`config.mk`:
```
export PLATFORM = sky130hd
export DESIGN_NAME = adaptive_search_stop_unit_flat
export DESIGN_NICKNAME = d
export VERILOG_FILES = /design/src/hdl/adss_pkg.sv /design/src/hdl/adss_if.sv /design/src/hdl/adss_muldiv.sv /design/src/hdl/adss_dp.sv /design/src/hdl/adss_ctrl.sv /design/src/hdl/adaptive_search_stop_unit.sv /design/src/flat_wrapper.sv
export VERILOG_INCLUDE_DIRS = /design/src /design/src/hdl
export SDC_FILE = /design/constraint.sdc
export NUM_CORES = 2
export LEC_CHECK = 0
export BUFFER_PORTS_ARGS = -buffer_cell sky130_fd_sc_hd__buf_4
export CORE_ASPECT_RATIO = 1.1
export CORE_MARGIN = 2
export CORE_UTILIZATION = 55
export DETAILED_ROUTE_END_ITERATION = 8
export PLACE_DENSITY_LB_ADDON = 0.1
export SLEW_MARGIN = 10
export SYNTH_ARGS = -nofsm -noshare
export SYNTH_HDL_FRONTEND = slang
export SYNTH_SLANG_ARGS = --single-unit
```
`constraint.sdc`:
```
create_clock -name clk_i -period 12.7 [get_ports clk_i]
set_clock_uncertainty 0.05 [all_clocks]
set_input_delay 2.54 -clock clk_i [delete_from_list [all_inputs] [get_ports clk_i]]
set_output_delay 2.54 -clock clk_i [all_outputs]
set_load 0.02 [all_outputs]
```
`src/hdl/adaptive_search_stop_unit_assert.svh`:
```
// Assertion macros shared by the RTL modules of the stopping unit.
// Each module that uses them has a clock clk_i and an active-low reset rst_ni.
`ifndef ADAPTIVE_SEARCH_STOP_UNIT_ASSERT_SVH
`define ADAPTIVE_SEARCH_STOP_UNIT_ASSERT_SVH

// The consequent must hold in the same cycle as the antecedent.
`define ADSS_ASSERT_IMP(lbl, ante, cons, msg) \
  lbl: assert property (@(posedge clk_i) disable iff (!rst_ni) (ante) |-> (cons)) \
    else $error(msg);

// The consequent must hold in the cycle after the antecedent.
`define ADSS_ASSERT_NXT(lbl, ante, cons, msg) \
  lbl: assert property (@(posedge clk_i) disable iff (!rst_ni) (ante) |=> (cons)) \
    else $error(msg);

`endif

```
`src/hdl/adss_pkg.sv`:
```
`default_nettype none

package adss_pkg;

  localparam int unsigned STEPS_W   = 32;
  localparam int unsigned MEAN_W    = 48;
  localparam int unsigned SOS_W     = 64;
  localparam int unsigned VAR_W     = 63;
  localparam int unsigned CFG_W     = 16;
  localparam int unsigned CFG_IDX_W = 8;
  localparam int unsigned ACC_W     = 128;
  localparam int unsigned MPL_W     = 64;
  localparam int unsigned DVS_W     = 32;
  localparam int unsigned CNT_W     = 7;

  localparam logic [CFG_IDX_W-1:0] CFG_ALPHA = 8'd0;
  localparam logic [CFG_IDX_W-1:0] CFG_BETA  = 8'd1;

  localparam logic [CFG_W-1:0] ALPHA_RESET = 16'd256;
  localparam logic [CFG_W-1:0] BETA_RESET  = 16'd0;
  localparam logic [CFG_W-1:0] ALPHA_HALF  = 16'd128;

  typedef enum logic [3:0] {
    OP_NONE  = 4'd0,
    OP_LATCH = 4'd1,
    OP_FIRST = 4'd2,
    OP_DIV1  = 4'd3,
    OP_MEAN  = 4'd4,
    OP_MUL1  = 4'd5,
    OP_SACC  = 4'd6,
    OP_DIV2  = 4'd7,
    OP_VAR   = 4'd8,
    OP_EVAL  = 4'd9,
    OP_STEP  = 4'd10,
    OP_AMUL  = 4'd11,
    OP_CMP   = 4'd12,
    OP_OUT   = 4'd13
  } dp_op_e;

  typedef struct packed {
    dp_op_e op;
    logic   func;
  } dp_cmd_t;

  typedef struct packed {
    logic first;
    logic quick;
    logic busy;
  } dp_status_t;

endpackage

`default_nettype wire

```
`src/hdl/adss_if.sv`:
```
`default_nettype none

interface adss_in_if #(
  parameter int unsigned GAIN_WIDTH = 32
);
  logic                  valid;
  logic                  ready;
  logic                  func;
  logic [GAIN_WIDTH-1:0] gain;

  modport source (output valid, output func, output gain, input ready);
  modport sink (input valid, input func, input gain, output ready);
endinterface

interface adss_out_if;
  logic                               valid;
  logic                               ready;
  logic                               stop;
  logic [adss_pkg::STEPS_W-1:0]       steps;
  logic signed [adss_pkg::MEAN_W-1:0] mean_q16;
  logic [adss_pkg::VAR_W-1:0]         variance_q16;

  modport source (output valid, output stop, output steps, output mean_q16,
                  output variance_q16, input ready);
  modport sink (input valid, input stop, input steps, input mean_q16,
                input variance_q16, output ready);
endinterface

`default_nettype wire

```
`src/hdl/adss_muldiv.sv`:
```
`default_nettype none

module adss_muldiv (
  input  wire logic                         clk_i,
  input  wire logic                         rst_ni,
  input  wire logic                         start_i,
  input  wire logic                         div_i,
  input  wire logic [adss_pkg::ACC_W-1:0]   mcand_i,
  input  wire logic [adss_pkg::MPL_W-1:0]   mpl_i,
  input  wire logic [adss_pkg::DVS_W-1:0]   divisor_i,
  output logic                              busy_o,
  output logic [adss_pkg::ACC_W-1:0]        prod_o,
  output logic [adss_pkg::MPL_W-1:0]        quot_o
);

  localparam int unsigned AW = adss_pkg::ACC_W;
  localparam int unsigned MW = adss_pkg::MPL_W;
  localparam int unsigned DW = adss_pkg::DVS_W;
  localparam int unsigned CW = adss_pkg::CNT_W;
  localparam logic [CW-1:0] DIV_STEPS = CW'(MW);

  logic          div_q, div_d;
  logic [MW-1:0] shr_q, shr_d;
  logic [CW-1:0] cnt_q, cnt_d;
  logic [AW-1:0] acc_q, acc_d;
  logic [AW-1:0] mcand_q, mcand_d;
  logic [DW-1:0] rem_q, rem_d;
  logic [DW-1:0] dvs_q, dvs_d;
  logic [DW:0]   rem_sh;
  logic [DW:0]   rem_sub;
  logic          ge;

  assign busy_o  = div_q ? (cnt_q != '0) : (shr_q != '0);
  assign prod_o  = acc_q;
  assign quot_o  = shr_q;
  assign rem_sh  = {rem_q, shr_q[MW-1]};
  assign ge      = rem_sh >= {1'b0, dvs_q};
  assign rem_sub = rem_sh - {1'b0, dvs_q};

  always_comb begin
    div_d   = div_q;
    shr_d   = shr_q;
    cnt_d   = cnt_q;
    acc_d   = acc_q;
    mcand_d = mcand_q;
    rem_d   = rem_q;
    dvs_d   = dvs_q;
    if (start_i) begin
      div_d   = div_i;
      shr_d   = mpl_i;
      cnt_d   = div_i ? DIV_STEPS : '0;
      acc_d   = '0;
      mcand_d = mcand_i;
      rem_d   = '0;
      dvs_d   = divisor_i;
    end else if (busy_o) begin
      if (div_q) begin
        rem_d = ge ? rem_sub[DW-1:0] : rem_sh[DW-1:0];
        shr_d = {shr_q[MW-2:0], ge};
        cnt_d = cnt_q - 1'b1;
      end else begin
        if (shr_q[0]) begin
          acc_d = acc_q + mcand_q;
        end
        mcand_d = {mcand_q[AW-2:0], 1'b0};
        shr_d   = {1'b0, shr_q[MW-1:1]};
      end
    end
  end

  always_ff @(posedge clk_i or negedge rst_ni) begin
    if (!rst_ni) begin
      div_q <= 1'b0;
      shr_q <= '0;
      cnt_q <= '0;
    end else begin
      div_q <= div_d;
      shr_q <= shr_d;
      cnt_q <= cnt_d;
    end
  end

  always_ff @(posedge clk_i) begin
    acc_q   <= acc_d;
    mcand_q <= mcand_d;
    rem_q   <= rem_d;
    dvs_q   <= dvs_d;
  end

`include "adaptive_search_stop_unit_assert.svh"

  `ADSS_ASSERT_IMP(a_start_when_idle, start_i, !busy_o, "operation started while unit busy")
  `ADSS_ASSERT_NXT(a_div_count, div_q && busy_o, cnt_q == $past(cnt_q) - 1'b1 || start_i == 1'b0 && $past(start_i), "divide step count slipped")

endmodule

`default_nettype wire

```
`src/hdl/adss_dp.sv`:
```
`default_nettype none

module adss_dp #(
  parameter int unsigned GAIN_WIDTH = 32,
  parameter int unsigned FRAC_BITS  = 16
) (
  input  wire logic                             clk_i,
  input  wire logic                             rst_ni,
  input  wire adss_pkg::dp_cmd_t                cmd_i,
  output adss_pkg::dp_status_t                  status_o,
  input  wire logic [GAIN_WIDTH-1:0]            gain_i,
  input  wire logic                             cfg_we_i,
  input  wire logic [adss_pkg::CFG_IDX_W-1:0]   cfg_idx_i,
  input  wire logic [adss_pkg::CFG_W-1:0]       cfg_data_i,
  output logic                                  stop_o,
  output logic [adss_pkg::STEPS_W-1:0]          steps_o,
  output logic [adss_pkg::MEAN_W-1:0]           mean_o,
  output logic [adss_pkg::VAR_W-1:0]            var_o
);

  localparam int unsigned SW = adss_pkg::STEPS_W;
  localparam int unsigned MW = adss_pkg::MEAN_W;
  localparam int unsigned OW = adss_pkg::SOS_W;
  localparam int unsigned VW = adss_pkg::VAR_W;
  localparam int unsigned CW = adss_pkg::CFG_W;
  localparam int unsigned AW = adss_pkg::ACC_W;
  localparam int unsigned PW = adss_pkg::MPL_W;
  localparam int unsigned LW = AW + 9;
  localparam logic signed [63:0] MEAN_MAX = 64'sh0000_7FFF_FFFF_FFFF;
  localparam logic signed [63:0] MEAN_MIN = -MEAN_MAX - 64'sd1;
  localparam logic signed [63:0] LIM      = MEAN_MAX >>> FRAC_BITS;
  localparam logic signed [63:0] LIM_LO   = -LIM - 64'sd1;

  logic [CW-1:0] alpha_q, beta_q;
  logic [SW-1:0] steps_q;
  logic [MW-1:0] mean_q;
  logic [OW-1:0] sos_q;
  logic [VW-1:0] var_q;
  logic          stop_q;
  logic [MW-1:0] gq_q;
  logic [MW:0]   dmag_q;
  logic          dneg_q;
  logic [AW-1:0] lhs_q;

  logic signed [63:0] g_ext, gq_full;
  logic [MW-1:0] gq;
  logic [MW:0]   dold, dold_mag, qv, delta, mean_sum;
  logic [MW-1:0] mmag;
  logic [AW-1:0] prod, prod_shr;
  logic [PW-1:0] quot;
  logic [OW-1:0] term, sos_next;
  logic [OW:0]   sos_sum;
  logic [VW-1:0] var_next;
  logic          gt_beta, quick;
  logic [LW-1:0] lhs_ext, rhs_ext;

  logic          md_start, md_div, md_busy;
  logic [AW-1:0] md_mcand;
  logic [PW-1:0] md_mpl;
  logic [SW-1:0] md_dvs;

  assign g_ext = {{(64 - GAIN_WIDTH){gain_i[GAIN_WIDTH-1]}}, gain_i};

  always_comb begin
    if (g_ext > LIM) begin
      gq_full = MEAN_MAX;
    end else if (g_ext < LIM_LO) begin
      gq_full = MEAN_MIN;
    end else begin
      gq_full = g_ext <<< FRAC_BITS;
    end
  end

  assign gq       = gq_full[MW-1:0];
  assign dold     = {gq_q[MW-1], gq_q} - {mean_q[MW-1], mean_q};
  assign dold_mag = dold[MW] ? (~dold + 1'b1) : dold;
  assign qv       = quot[MW:0];
  assign delta    = dneg_q ? (~qv + 1'b1) : qv;
  assign mean_sum = {mean_q[MW-1], mean_q} + delta;
  assign mmag     = mean_q[MW-1] ? (~mean_q + 1'b1) : mean_q;

  assign prod_shr = prod >> FRAC_BITS;
  assign term     = (prod_shr[AW-1:OW] != '0) ? '1 : prod_shr[OW-1:0];
  assign sos_sum  = {1'b0, sos_q} + {1'b0, term};
  assign sos_next = sos_sum[OW] ? '1 : sos_sum[OW-1:0];
  assign var_next = quot[PW-1] ? '1 : quot[VW-1:0];

  assign gt_beta  = {8'b0, steps_q, 8'b0} > {{SW{1'b0}}, beta_q};
  assign quick    = !gt_beta || (mean_q == '0) || (alpha_q <= adss_pkg::ALPHA_HALF);
  assign lhs_ext  = {lhs_q, 9'b0};
  assign rhs_ext  = {{(LW - AW){1'b0}}, prod} << FRAC_BITS;

  assign status_o.first = steps_q == SW'(1);
  assign status_o.quick = quick;
  assign status_o.busy  = md_busy;

  always_comb begin
    md_start = 1'b0;
    md_div   = 1'b0;
    md_mcand = '0;
    md_mpl   = '0;
    md_dvs   = '0;
    case (cmd_i.op)
      adss_pkg::OP_DIV1: begin
        md_start = 1'b1;
        md_div   = 1'b1;
        md_mpl   = {{(PW - MW - 1){1'b0}}, dold_mag};
        md_dvs   = steps_q;
      end
      adss_pkg::OP_MUL1: begin
        md_start = 1'b1;
        md_mcand = {{(AW - MW - 1){1'b0}}, dmag_q};
        md_mpl   = {{(PW - MW - 1){1'b0}}, dold_mag};
      end
      adss_pkg::OP_DIV2: begin
        md_start = 1'b1;
        md_div   = 1'b1;
        md_mpl   = sos_q;
        md_dvs   = steps_q - 1'b1;
      end
      adss_pkg::OP_EVAL: begin
        md_start = !quick;
        md_mcand = {{(AW - MW){1'b0}}, mmag};
        md_mpl   = {{(PW - MW){1'b0}}, mmag};
      end
      adss_pkg::OP_STEP: begin
        md_start = 1'b1;
        md_mcand = prod;
        md_mpl   = {{(PW - SW){1'b0}}, steps_q};
      end
      adss_pkg::OP_AMUL: begin
        md_start = 1'b1;
        md_mcand = {{(AW - VW){1'b0}}, var_q};
        md_mpl   = {{(PW - CW){1'b0}}, alpha_q - adss_pkg::ALPHA_HALF};
      end
      default: begin
      end
    endcase
  end

  adss_muldiv u_muldiv (
    .clk_i     (clk_i),
    .rst_ni    (rst_ni),
    .start_i   (md_start),
    .div_i     (md_div),
    .mcand_i   (md_mcand),
    .mpl_i     (md_mpl),
    .divisor_i (md_dvs),
    .busy_o    (md_busy),
    .prod_o    (prod),
    .quot_o    (quot)
  );

  always_ff @(posedge clk_i or negedge rst_ni) begin
    if (!rst_ni) begin
      alpha_q <= adss_pkg::ALPHA_RESET;
      beta_q  <= adss_pkg::BETA_RESET;
      steps_q <= '0;
      mean_q  <= '0;
      sos_q   <= '0;
      var_q   <= '0;
      stop_q  <= 1'b0;
    end else begin
      if (cfg_we_i && (cfg_idx_i == adss_pkg::CFG_ALPHA)) begin
        alpha_q <= cfg_data_i;
      end
      if (cfg_we_i && (cfg_idx_i == adss_pkg::CFG_BETA)) begin
        beta_q <= cfg_data_i;
      end
      case (cmd_i.op)
        adss_pkg::OP_LATCH: begin
          if (cmd_i.func) begin
            steps_q <= '0;
            var_q   <= '0;
          end else if (steps_q != '1) begin
            steps_q <= steps_q + 1'b1;
          end
        end
        adss_pkg::OP_FIRST: begin
          mean_q <= gq_q;
          sos_q  <= '0;
        end
        adss_pkg::OP_MEAN: mean_q <= mean_sum[MW-1:0];
        adss_pkg::OP_SACC: sos_q <= sos_next;
        adss_pkg::OP_VAR:  var_q <= var_next;
        adss_pkg::OP_EVAL: stop_q <= gt_beta;
        adss_pkg::OP_CMP:  stop_q <= lhs_ext >= rhs_ext;
        default: begin
        end
      endcase
    end
  end

  always_ff @(posedge clk_i) begin
    case (cmd_i.op)
      adss_pkg::OP_LATCH: gq_q <= gq;
      adss_pkg::OP_DIV1: begin
        dmag_q <= dold_mag;
        dneg_q <= dold[MW];
      end
      adss_pkg::OP_AMUL: lhs_q <= prod;
      adss_pkg::OP_OUT: begin
        stop_o  <= stop_q;
        steps_o <= steps_q;
        mean_o  <= mean_q;
        var_o   <= var_q;
      end
      default: begin
      end
    endcase
  end

`include "adaptive_search_stop_unit_assert.svh"

  `ADSS_ASSERT_NXT(a_steps_hold, cmd_i.op != adss_pkg::OP_LATCH, $stable(steps_q),
                   "step count moved outside an item load")
  `ADSS_ASSERT_NXT(a_mean_hold,
                   cmd_i.op != adss_pkg::OP_FIRST && cmd_i.op != adss_pkg::OP_MEAN,
                   $stable(mean_q), "mean moved outside a mean update")

endmodule

`default_nettype wire

```
`src/hdl/adss_ctrl.sv`:
```
`default_nettype none

module adss_ctrl (
  input  wire logic                  clk_i,
  input  wire logic                  rst_ni,
  input  wire logic                  in_valid_i,
  input  wire logic                  in_func_i,
  output logic                       in_ready_o,
  output logic                       out_valid_o,
  input  wire logic                  out_ready_i,
  input  wire adss_pkg::dp_status_t  status_i,
  output adss_pkg::dp_cmd_t          cmd_o
);

  typedef enum logic [11:0] {
    S_IDLE  = 12'h001,
    S_CHK   = 12'h002,
    S_WDIV1 = 12'h004,
    S_MUL1  = 12'h008,
    S_WMUL1 = 12'h010,
    S_DIV2  = 12'h020,
    S_WDIV2 = 12'h040,
    S_EVAL  = 12'h080,
    S_WSQ   = 12'h100,
    S_WSTEP = 12'h200,
    S_WAMUL = 12'h400,
    S_DONE  = 12'h800
  } state_e;

  state_e state_q, state_d;
  logic   out_valid_q, out_valid_d;

  assign in_ready_o  = state_q == S_IDLE;
  assign out_valid_o = out_valid_q;

  always_comb begin
    state_d     = state_q;
    cmd_o.op    = adss_pkg::OP_NONE;
    cmd_o.func  = in_func_i;
    out_valid_d = out_valid_q && !out_ready_i;
    case (state_q)
      S_IDLE: begin
        if (in_valid_i) begin
          cmd_o.op = adss_pkg::OP_LATCH;
          state_d  = in_func_i ? S_EVAL : S_CHK;
        end
      end
      S_CHK: begin
        if (status_i.first) begin
          cmd_o.op = adss_pkg::OP_FIRST;
          state_d  = S_EVAL;
        end else begin
          cmd_o.op = adss_pkg::OP_DIV1;
          state_d  = S_WDIV1;
        end
      end
      S_WDIV1: begin
        if (!status_i.busy) begin
          cmd_o.op = adss_pkg::OP_MEAN;
          state_d  = S_MUL1;
        end
      end
      S_MUL1: begin
        cmd_o.op = adss_pkg::OP_MUL1;
        state_d  = S_WMUL1;
      end
      S_WMUL1: begin
        if (!status_i.busy) begin
          cmd_o.op = adss_pkg::OP_SACC;
          state_d  = S_DIV2;
        end
      end
      S_DIV2: begin
        cmd_o.op = adss_pkg::OP_DIV2;
        state_d  = S_WDIV2;
      end
      S_WDIV2: begin
        if (!status_i.busy) begin
          cmd_o.op = adss_pkg::OP_VAR;
          state_d  = S_EVAL;
        end
      end
      S_EVAL: begin
        cmd_o.op = adss_pkg::OP_EVAL;
        state_d  = status_i.quick ? S_DONE : S_WSQ;
      end
      S_WSQ: begin
        if (!status_i.busy) begin
          cmd_o.op = adss_pkg::OP_STEP;
          state_d  = S_WSTEP;
        end
      end
      S_WSTEP: begin
        if (!status_i.busy) begin
          cmd_o.op = adss_pkg::OP_AMUL;
          state_d  = S_WAMUL;
        end
      end
      S_WAMUL: begin
        if (!status_i.busy) begin
          cmd_o.op = adss_pkg::OP_CMP;
          state_d  = S_DONE;
        end
      end
      S_DONE: begin
        if (!out_valid_q || out_ready_i) begin
          cmd_o.op    = adss_pkg::OP_OUT;
          out_valid_d = 1'b1;
          state_d     = S_IDLE;
        end
      end
      default: state_d = S_IDLE;
    endcase
  end

  always_ff @(posedge clk_i or negedge rst_ni) begin
    if (!rst_ni) begin
      state_q     <= S_IDLE;
      out_valid_q <= 1'b0;
    end else begin
      state_q     <= state_d;
      out_valid_q <= out_valid_d;
    end
  end

`include "adaptive_search_stop_unit_assert.svh"

  `ADSS_ASSERT_NXT(a_accept_leaves_idle, in_valid_i && in_ready_o, state_q != S_IDLE,
                   "accepted item did not start work")
  `ADSS_ASSERT_NXT(a_done_waits, state_q == S_DONE && out_valid_q && !out_ready_i,
                   state_q == S_DONE && out_valid_q, "result overwrote a waiting result")

endmodule

`default_nettype wire

```
`src/hdl/adaptive_search_stop_unit.sv`:
```
// Adaptive stopping rule for a local move search.
// Input channel in_i carries func (0 = update with a signed gain, 1 = clear the
// step count and variance) and gain. Output channel out_o carries one result per
// item: stop, steps, mean_q16 and variance_q16, with FRAC_BITS fraction bits.
// Both channels move an item when valid and ready are high at a clock edge.
// Items are worked on one at a time by a shift-add multiplier and a restoring
// divider that share one unit. A reset item and the first gain after a reset
// skip the mean and variance updates; any other gain runs a divide for the mean,
// a multiply for the square term and a divide for the variance. Unless the stop
// test is settled early, it then runs three multiplies for the full test; a reset
// item always settles it early.
// The result register lets the next item be accepted while a result waits;
// that next item then holds in its last state until the receiver takes it.
// Configuration writes are registered. The user must make them only while the
// block is idle; the block itself does not enforce this.
// After reset alpha is 1.0, beta is 0 and all statistics are zero.
`default_nettype none

module adaptive_search_stop_unit #(
  parameter int unsigned GAIN_WIDTH = 32,
  parameter int unsigned FRAC_BITS  = 16
) (
  input  wire logic                            clk_i,
  input  wire logic                            rst_ni,
  adss_in_if.sink                              in_i,
  adss_out_if.source                           out_o,
  input  wire logic                            cfg_we_i,
  input  wire logic [adss_pkg::CFG_IDX_W-1:0]  cfg_idx_i,
  input  wire logic [adss_pkg::CFG_W-1:0]      cfg_data_i
);

  adss_pkg::dp_cmd_t    cmd;
  adss_pkg::dp_status_t status;
  logic                 in_ready;
  logic                 out_valid;
  logic [adss_pkg::MEAN_W-1:0] mean;

  assign in_i.ready     = in_ready;
  assign out_o.valid    = out_valid;
  assign out_o.mean_q16 = $signed(mean);

  adss_ctrl u_ctrl (
    .clk_i       (clk_i),
    .rst_ni      (rst_ni),
    .in_valid_i  (in_i.valid),
    .in_func_i   (in_i.func),
    .in_ready_o  (in_ready),
    .out_valid_o (out_valid),
    .out_ready_i (out_o.ready),
    .status_i    (status),
    .cmd_o       (cmd)
  );

  adss_dp #(
    .GAIN_WIDTH (GAIN_WIDTH),
    .FRAC_BITS  (FRAC_BITS)
  ) u_dp (
    .clk_i      (clk_i),
    .rst_ni     (rst_ni),
    .cmd_i      (cmd),
    .status_o   (status),
    .gain_i     (in_i.gain[GAIN_WIDTH-1:0]),
    .cfg_we_i   (cfg_we_i),
    .cfg_idx_i  (cfg_idx_i),
    .cfg_data_i (cfg_data_i),
    .stop_o     (out_o.stop),
    .steps_o    (out_o.steps),
    .mean_o     (mean),
    .var_o      (out_o.variance_q16)
  );

endmodule

`default_nettype wire
```
`src/flat_wrapper.sv`:
```
// flat-port wrapper written by rule: the top's interface ports become plain ports
module adaptive_search_stop_unit_flat 
#(
  parameter int unsigned GAIN_WIDTH = 32,
  parameter int unsigned FRAC_BITS  = 16
)
  (clk_i, rst_ni, cfg_we_i, cfg_idx_i, cfg_data_i, in_i_valid, in_i_func, in_i_gain, in_i_ready, out_o_valid, out_o_stop, out_o_steps, out_o_mean_q16, out_o_variance_q16, out_o_ready);
  adss_in_if #(.GAIN_WIDTH(GAIN_WIDTH)) in_i_i ();
  adss_out_if out_o_i ();
  input  wire logic clk_i;
  input  wire logic rst_ni;
  input  wire logic cfg_we_i;
  input  wire logic [adss_pkg::CFG_IDX_W-1:0] cfg_idx_i;
  input  wire logic [adss_pkg::CFG_W-1:0] cfg_data_i;
  input wire logic [$bits(in_i_i.valid)-1:0] in_i_valid;
  input wire logic [$bits(in_i_i.func)-1:0] in_i_func;
  input wire logic [$bits(in_i_i.gain)-1:0] in_i_gain;
  output wire logic [$bits(in_i_i.ready)-1:0] in_i_ready;
  output wire logic [$bits(out_o_i.valid)-1:0] out_o_valid;
  output wire logic [$bits(out_o_i.stop)-1:0] out_o_stop;
  output wire logic [$bits(out_o_i.steps)-1:0] out_o_steps;
  output wire logic [$bits(out_o_i.mean_q16)-1:0] out_o_mean_q16;
  output wire logic [$bits(out_o_i.variance_q16)-1:0] out_o_variance_q16;
  input wire logic [$bits(out_o_i.ready)-1:0] out_o_ready;
  assign in_i_i.valid = in_i_valid;
  assign in_i_i.func = in_i_func;
  assign in_i_i.gain = in_i_gain;
  assign in_i_ready = in_i_i.ready;
  assign out_o_valid = out_o_i.valid;
  assign out_o_stop = out_o_i.stop;
  assign out_o_steps = out_o_i.steps;
  assign out_o_mean_q16 = out_o_i.mean_q16;
  assign out_o_variance_q16 = out_o_i.variance_q16;
  assign out_o_i.ready = out_o_ready;
  adaptive_search_stop_unit #(.GAIN_WIDTH(GAIN_WIDTH), .FRAC_BITS(FRAC_BITS)) u_core (.clk_i(clk_i), .rst_ni(rst_ni), .in_i(in_i_i), .out_o(out_o_i), .cfg_we_i(cfg_we_i), .cfg_idx_i(cfg_idx_i), .cfg_data_i(cfg_data_i));
endmodule
```
==> impl_metrics.py <==
metrics = {
    "global_routing": {
        "grt_pass1_vias": 55720,
        "grt_max_degree": 148,
        "grt_first_pass_wirelength_um": 342800,
        "antenna_violations_before_repair": 9,
        "grt_use_total_pct": 36.19,
        "globalRouteOverflowTotal": 0,
    },
    "worst_setup_path": {
        "worstPathArrival_ns": 7.19,
        "endpoint_kind": "flip-flop",
        "critical_path.reg2reg.startpoint": "u_core.u_dp.u_muldiv.quot_o[27]",
        "startpoint_type": "flip-flop",
        "critPathRequiredTime_ns": 13.23,
        "worst-path-max-fanout": 69,
        "crit_type": "reg -> reg",
        "crit_path_start": "u_core.u_dp.u_muldiv.quot_o[27]",
    },
    "route": {
        "wl_per_cell_um": 25.33,
        "initialDrtViolationCount": 6222,
        "drc": 0,
        "drt-pass1-iter-count": 8,
        "antenna_left": 0,
        "route.detailed.vias_per_inst": 6.496,
        "detailroute.via_count": 58530,
        "sum_of_routed_wire_length_over_all_layers_um": 228200,
    },
    "place": {
        "gp_congestion": 1.009,
        "place.detailed.hpwl_um": 170500,
        "port-buffer-count": 207,
        "dpl.cell_count": 8802,
    },
    "clock_network": {
        "tritoncts": "done",
        "clk_path_buf_depth": 3,
        "clkTransAtPathRegs_ns": 0.06,
        "ctsRootBufferMaster": "sky130_fd_sc_hd__clkbuf_16",
        "clk_latency_ns": 0.75,
        "cts.htree.levels": 3,
        "tritoncts_num_sinks": 1000,
        "cts_bufs_inserted": 108,
        "cts.repair_timing.setup_buffer_count": 0,
        "post_cts_resized": 0,
        "holdBufCountCts": 0,
    },
    "final_layout": {
        "layoutNonFillerInstCount": 9010,
        "drive_gt1_share_pct": 7.792,
        "postLayoutCoreUtil_pct": 60.41,
        "fillCellCount": 10480,
        "area_grow_syn2layout_pct": 8.960,
        "layout_common_cells": "853 x sky130_fd_sc_hd__nand2_1, 834 x sky130_fd_sc_hd__a21oi_1, 531 x sky130_fd_sc_hd__nor2_1, 515 x sky130_fd_sc_hd__edfxtp_1, 504 x sky130_fd_sc_hd__o21ai_0",
        "finalNetCount": 7882,
        "layout.cells.most_common": "sky130_fd_sc_hd__nand2_1",
    },
    "floorplan": {
        "io-pin-count": 208,
        "initial_utilization_pct": 55.44,
        "design.core.area_um2": 119500,
        "die_outline_area_um2": 123200,
        "die_height_um": 368.0,
        "die_w_um": 334.9,
        "std_cell_rows": 133,
    },
    "power_and_ir_drop": {
        "powerDensity_nw_per_um2": 306.5,
        "p_leak_nw": 30.09,
        "max_ir_drop_vdd_uv": 183.7,
    },
    "run": {
        "maxCapViolCount": 0,
    },
    "yosys": {
        "netlist.area_leader.share_pct": 23.34,
        "synth_top_cells_by_area": "sky130_fd_sc_hd__edfxtp_1 23%, sky130_fd_sc_hd__dfrtp_1 12%, sky130_fd_sc_hd__ha_1 8.6%",
        "postSynth.asyncResetShare_pct": 32.50,
        "yosys_register_bits": 1000,
        "syn_area_um2": 66240,
        "ys_warn_count": 0,
        "postSynthCellCount": 7442,
        "synthDominantAreaCellType": "sky130_fd_sc_hd__edfxtp_1",
        "synth.yosys.seq_area_share_pct": 40.46,
        "synth_enable_flop_cells": 515,
        "synth_flop_cell": "sky130_fd_sc_hd__edfxtp_1",
        "avgSynthCellArea_um2": 8.901,
        "syn_nets": 7964,
        "number_of_distinct_standard_cells_referenced_by_the_synthesized_netlist": 105,
    },
    "status": {
        "run_status": "complete, no violations",
    },
    "sta": {
        "fin_crit_ns": 6.664,
        "hold_viol_final": 0,
        "rsz_0062_raised_after_global_routing": "no",
        "timing.max_slew.rel_slack_pct": 18.10,
        "final-max-slew-violation-count": 0,
        "tightestPinTransition_ns": 1.225,
        "final_min_period_over_clock_period_pct": 52.47,
        "finalHoldWorstSlack_ns": 0.4076,
        "max_freq_ghz": 0.1501,
        "setup_viols_final": 0,
        "timing.setup.tns_ns": 0,
    },
    "hold_path": {
        "hold_class": "reg -> reg",
        "hold_path_startpoint": "u_core.u_dp.stop_q",
    },
}
==> metrics by stage <==
step,area (um^2),setup slack [ns],power (mW)
after floorplan,66240,3.394,15.00
after global placement,68550,6.330,18.42
after detailed placement,68550,6.282,18.51
after CTS,72180,6.196,21.84
after global routing,72180,5.872,23.66
final,72180,6.036,22.12
==> final cells by class <==
cell class	instances	area [um^2]	area share [%]
inverter	348	1316	1.824
multi-input combinational	5619	36340	50.34
clock inverter	60	604.3	0.8372
antenna	2	5.005	0.006934
timing repair buffer	283	2145	2.971
tap	1552	1942	2.690
sequential	1000	26810	37.14
clock buffer	146	3020	4.185
==> worst max-delay path, cell delays in order (launching register included) <==
cell and delay [ns]:
sky130_fd_sc_hd__dfrtp_1 0.48, sky130_fd_sc_hd__or4_1 0.62, sky130_fd_sc_hd__or4_1 0.47, sky130_fd_sc_hd__or3_1 0.42
sky130_fd_sc_hd__or3_1 0.62, sky130_fd_sc_hd__o31ai_4 0.29, sky130_fd_sc_hd__buf_4 0.23, sky130_fd_sc_hd__nand2_2 0.12
sky130_fd_sc_hd__buf_4 0.34, sky130_fd_sc_hd__nor2_4 0.80, sky130_fd_sc_hd__buf_4 0.78, sky130_fd_sc_hd__buf_4 0.77
sky130_fd_sc_hd__a221o_1 0.27, sky130_fd_sc_hd__a21oi_1 0.06, sky130_fd_sc_hd__o21ai_1 0.16
==> power by group <==
part / internal (mW) / switching (mW) / total, mW
logic: 4.87 / 8.18 / 13.0
clock network: 1.84 / 1.42 / 3.26
registers: 4.64 / 1.18 / 5.82
==> registers in the layout (all words and copies together), names as in the netlist, 33 cells and up <==
signal                        count
u_core.u_dp.lhs_q               128
u_core.u_dp.u_muldiv.mcand_q    128
u_core.u_dp.u_muldiv.prod_o     128
u_core.u_dp.sos_q                64
u_core.u_dp.u_muldiv.quot_o      64
u_core.u_dp.var_o                63
u_core.u_dp.var_q                63
u_core.u_dp.dmag_q               49
u_core.u_dp.mean_o               48
u_core.u_dp.mean_q               48
u_core.u_dp.gq_q                 33
==> synth_stat cells (35+ instances only) <==
| cell | count |
|---|---|
| sky130_fd_sc_hd__dfxtp_1 | 160 |
| sky130_fd_sc_hd__nor2b_1 | 63 |
| sky130_fd_sc_hd__nand2b_1 | 54 |
| sky130_fd_sc_hd__o21a_1 | 48 |
| sky130_fd_sc_hd__or3_1 | 56 |
| sky130_fd_sc_hd__and3_1 | 36 |
| sky130_fd_sc_hd__o211ai_1 | 43 |
| sky130_fd_sc_hd__a221o_1 | 66 |
| sky130_fd_sc_hd__nand2_1 | 856 |
| sky130_fd_sc_hd__a22o_1 | 72 |
| sky130_fd_sc_hd__o21ai_1 | 47 |
| sky130_fd_sc_hd__nor4_1 | 69 |
| sky130_fd_sc_hd__clkbuf_1 | 363 |
| sky130_fd_sc_hd__nor2_1 | 535 |
| sky130_fd_sc_hd__mux2i_1 | 108 |
| sky130_fd_sc_hd__a21oi_1 | 835 |
| sky130_fd_sc_hd__xnor2_1 | 281 |
| sky130_fd_sc_hd__a21o_1 | 192 |
| sky130_fd_sc_hd__o21bai_1 | 67 |
| sky130_fd_sc_hd__inv_1 | 345 |
| sky130_fd_sc_hd__nand4_1 | 126 |
| sky130_fd_sc_hd__edfxtp_1 | 515 |
| sky130_fd_sc_hd__o31ai_1 | 62 |
| sky130_fd_sc_hd__dfrtp_1 | 323 |
| sky130_fd_sc_hd__a221oi_1 | 57 |
| sky130_fd_sc_hd__xor2_1 | 157 |
| sky130_fd_sc_hd__ha_1 | 455 |
| sky130_fd_sc_hd__nor3_1 | 116 |
| sky130_fd_sc_hd__a31oi_1 | 70 |
| sky130_fd_sc_hd__mux2_2 | 35 |
| sky130_fd_sc_hd__a211oi_1 | 99 |
| sky130_fd_sc_hd__buf_2 | 72 |
| sky130_fd_sc_hd__o21ai_0 | 504 |
| sky130_fd_sc_hd__nand3_1 | 134 |
==> cells by family (layout without fill, tap and decap cells) <==
kind of cell	after synthesis	after routing	share of synthesized area, %
flops	1000	1000	40.46
mux	143	143	2.227
other cells	1	3	0.005661
compound gates	2368	2368	22.41
fa+ha+maj	460	460	8.745
simple gates	2209	2209	15.49
buf+inv	823	837	4.867
xor+xnor	438	438	5.791
==> final timing paths <==
kind                       slack, ns                                to  depth (start not counted)
setup / recovery                6.04  u_core.u_dp.u_muldiv.mcand_q[14]                         14
hold / removal                  0.41                u_core.u_dp.stop_o                          0
setup reg to reg                6.04  u_core.u_dp.u_muldiv.mcand_q[14]                         14
hold reg to reg                 0.41                u_core.u_dp.stop_o                          0
max in group asynchronous       9.27   u_core.u_dp.u_muldiv.quot_o[63]                          2
min in group asynchronous       1.64             u_core.u_dp.beta_q[6]                          1
==> layer usage <==
| metal | vias to the layer above | GRT usage, % | share of wire (%) |
|---|---|---|---|
| li1 | 27020 | - | - |
| met1 | 28410 | 50.39 | 43 |
| met2 | 2605 | 56.45 | 45 |
| met3 | 499 | 5.214 | 8.0 |
| met4 | 8 | 15.24 | 4.6 |
| met5 | - | 0 | 0.025 |
Power figures use the tool's default switching activity.
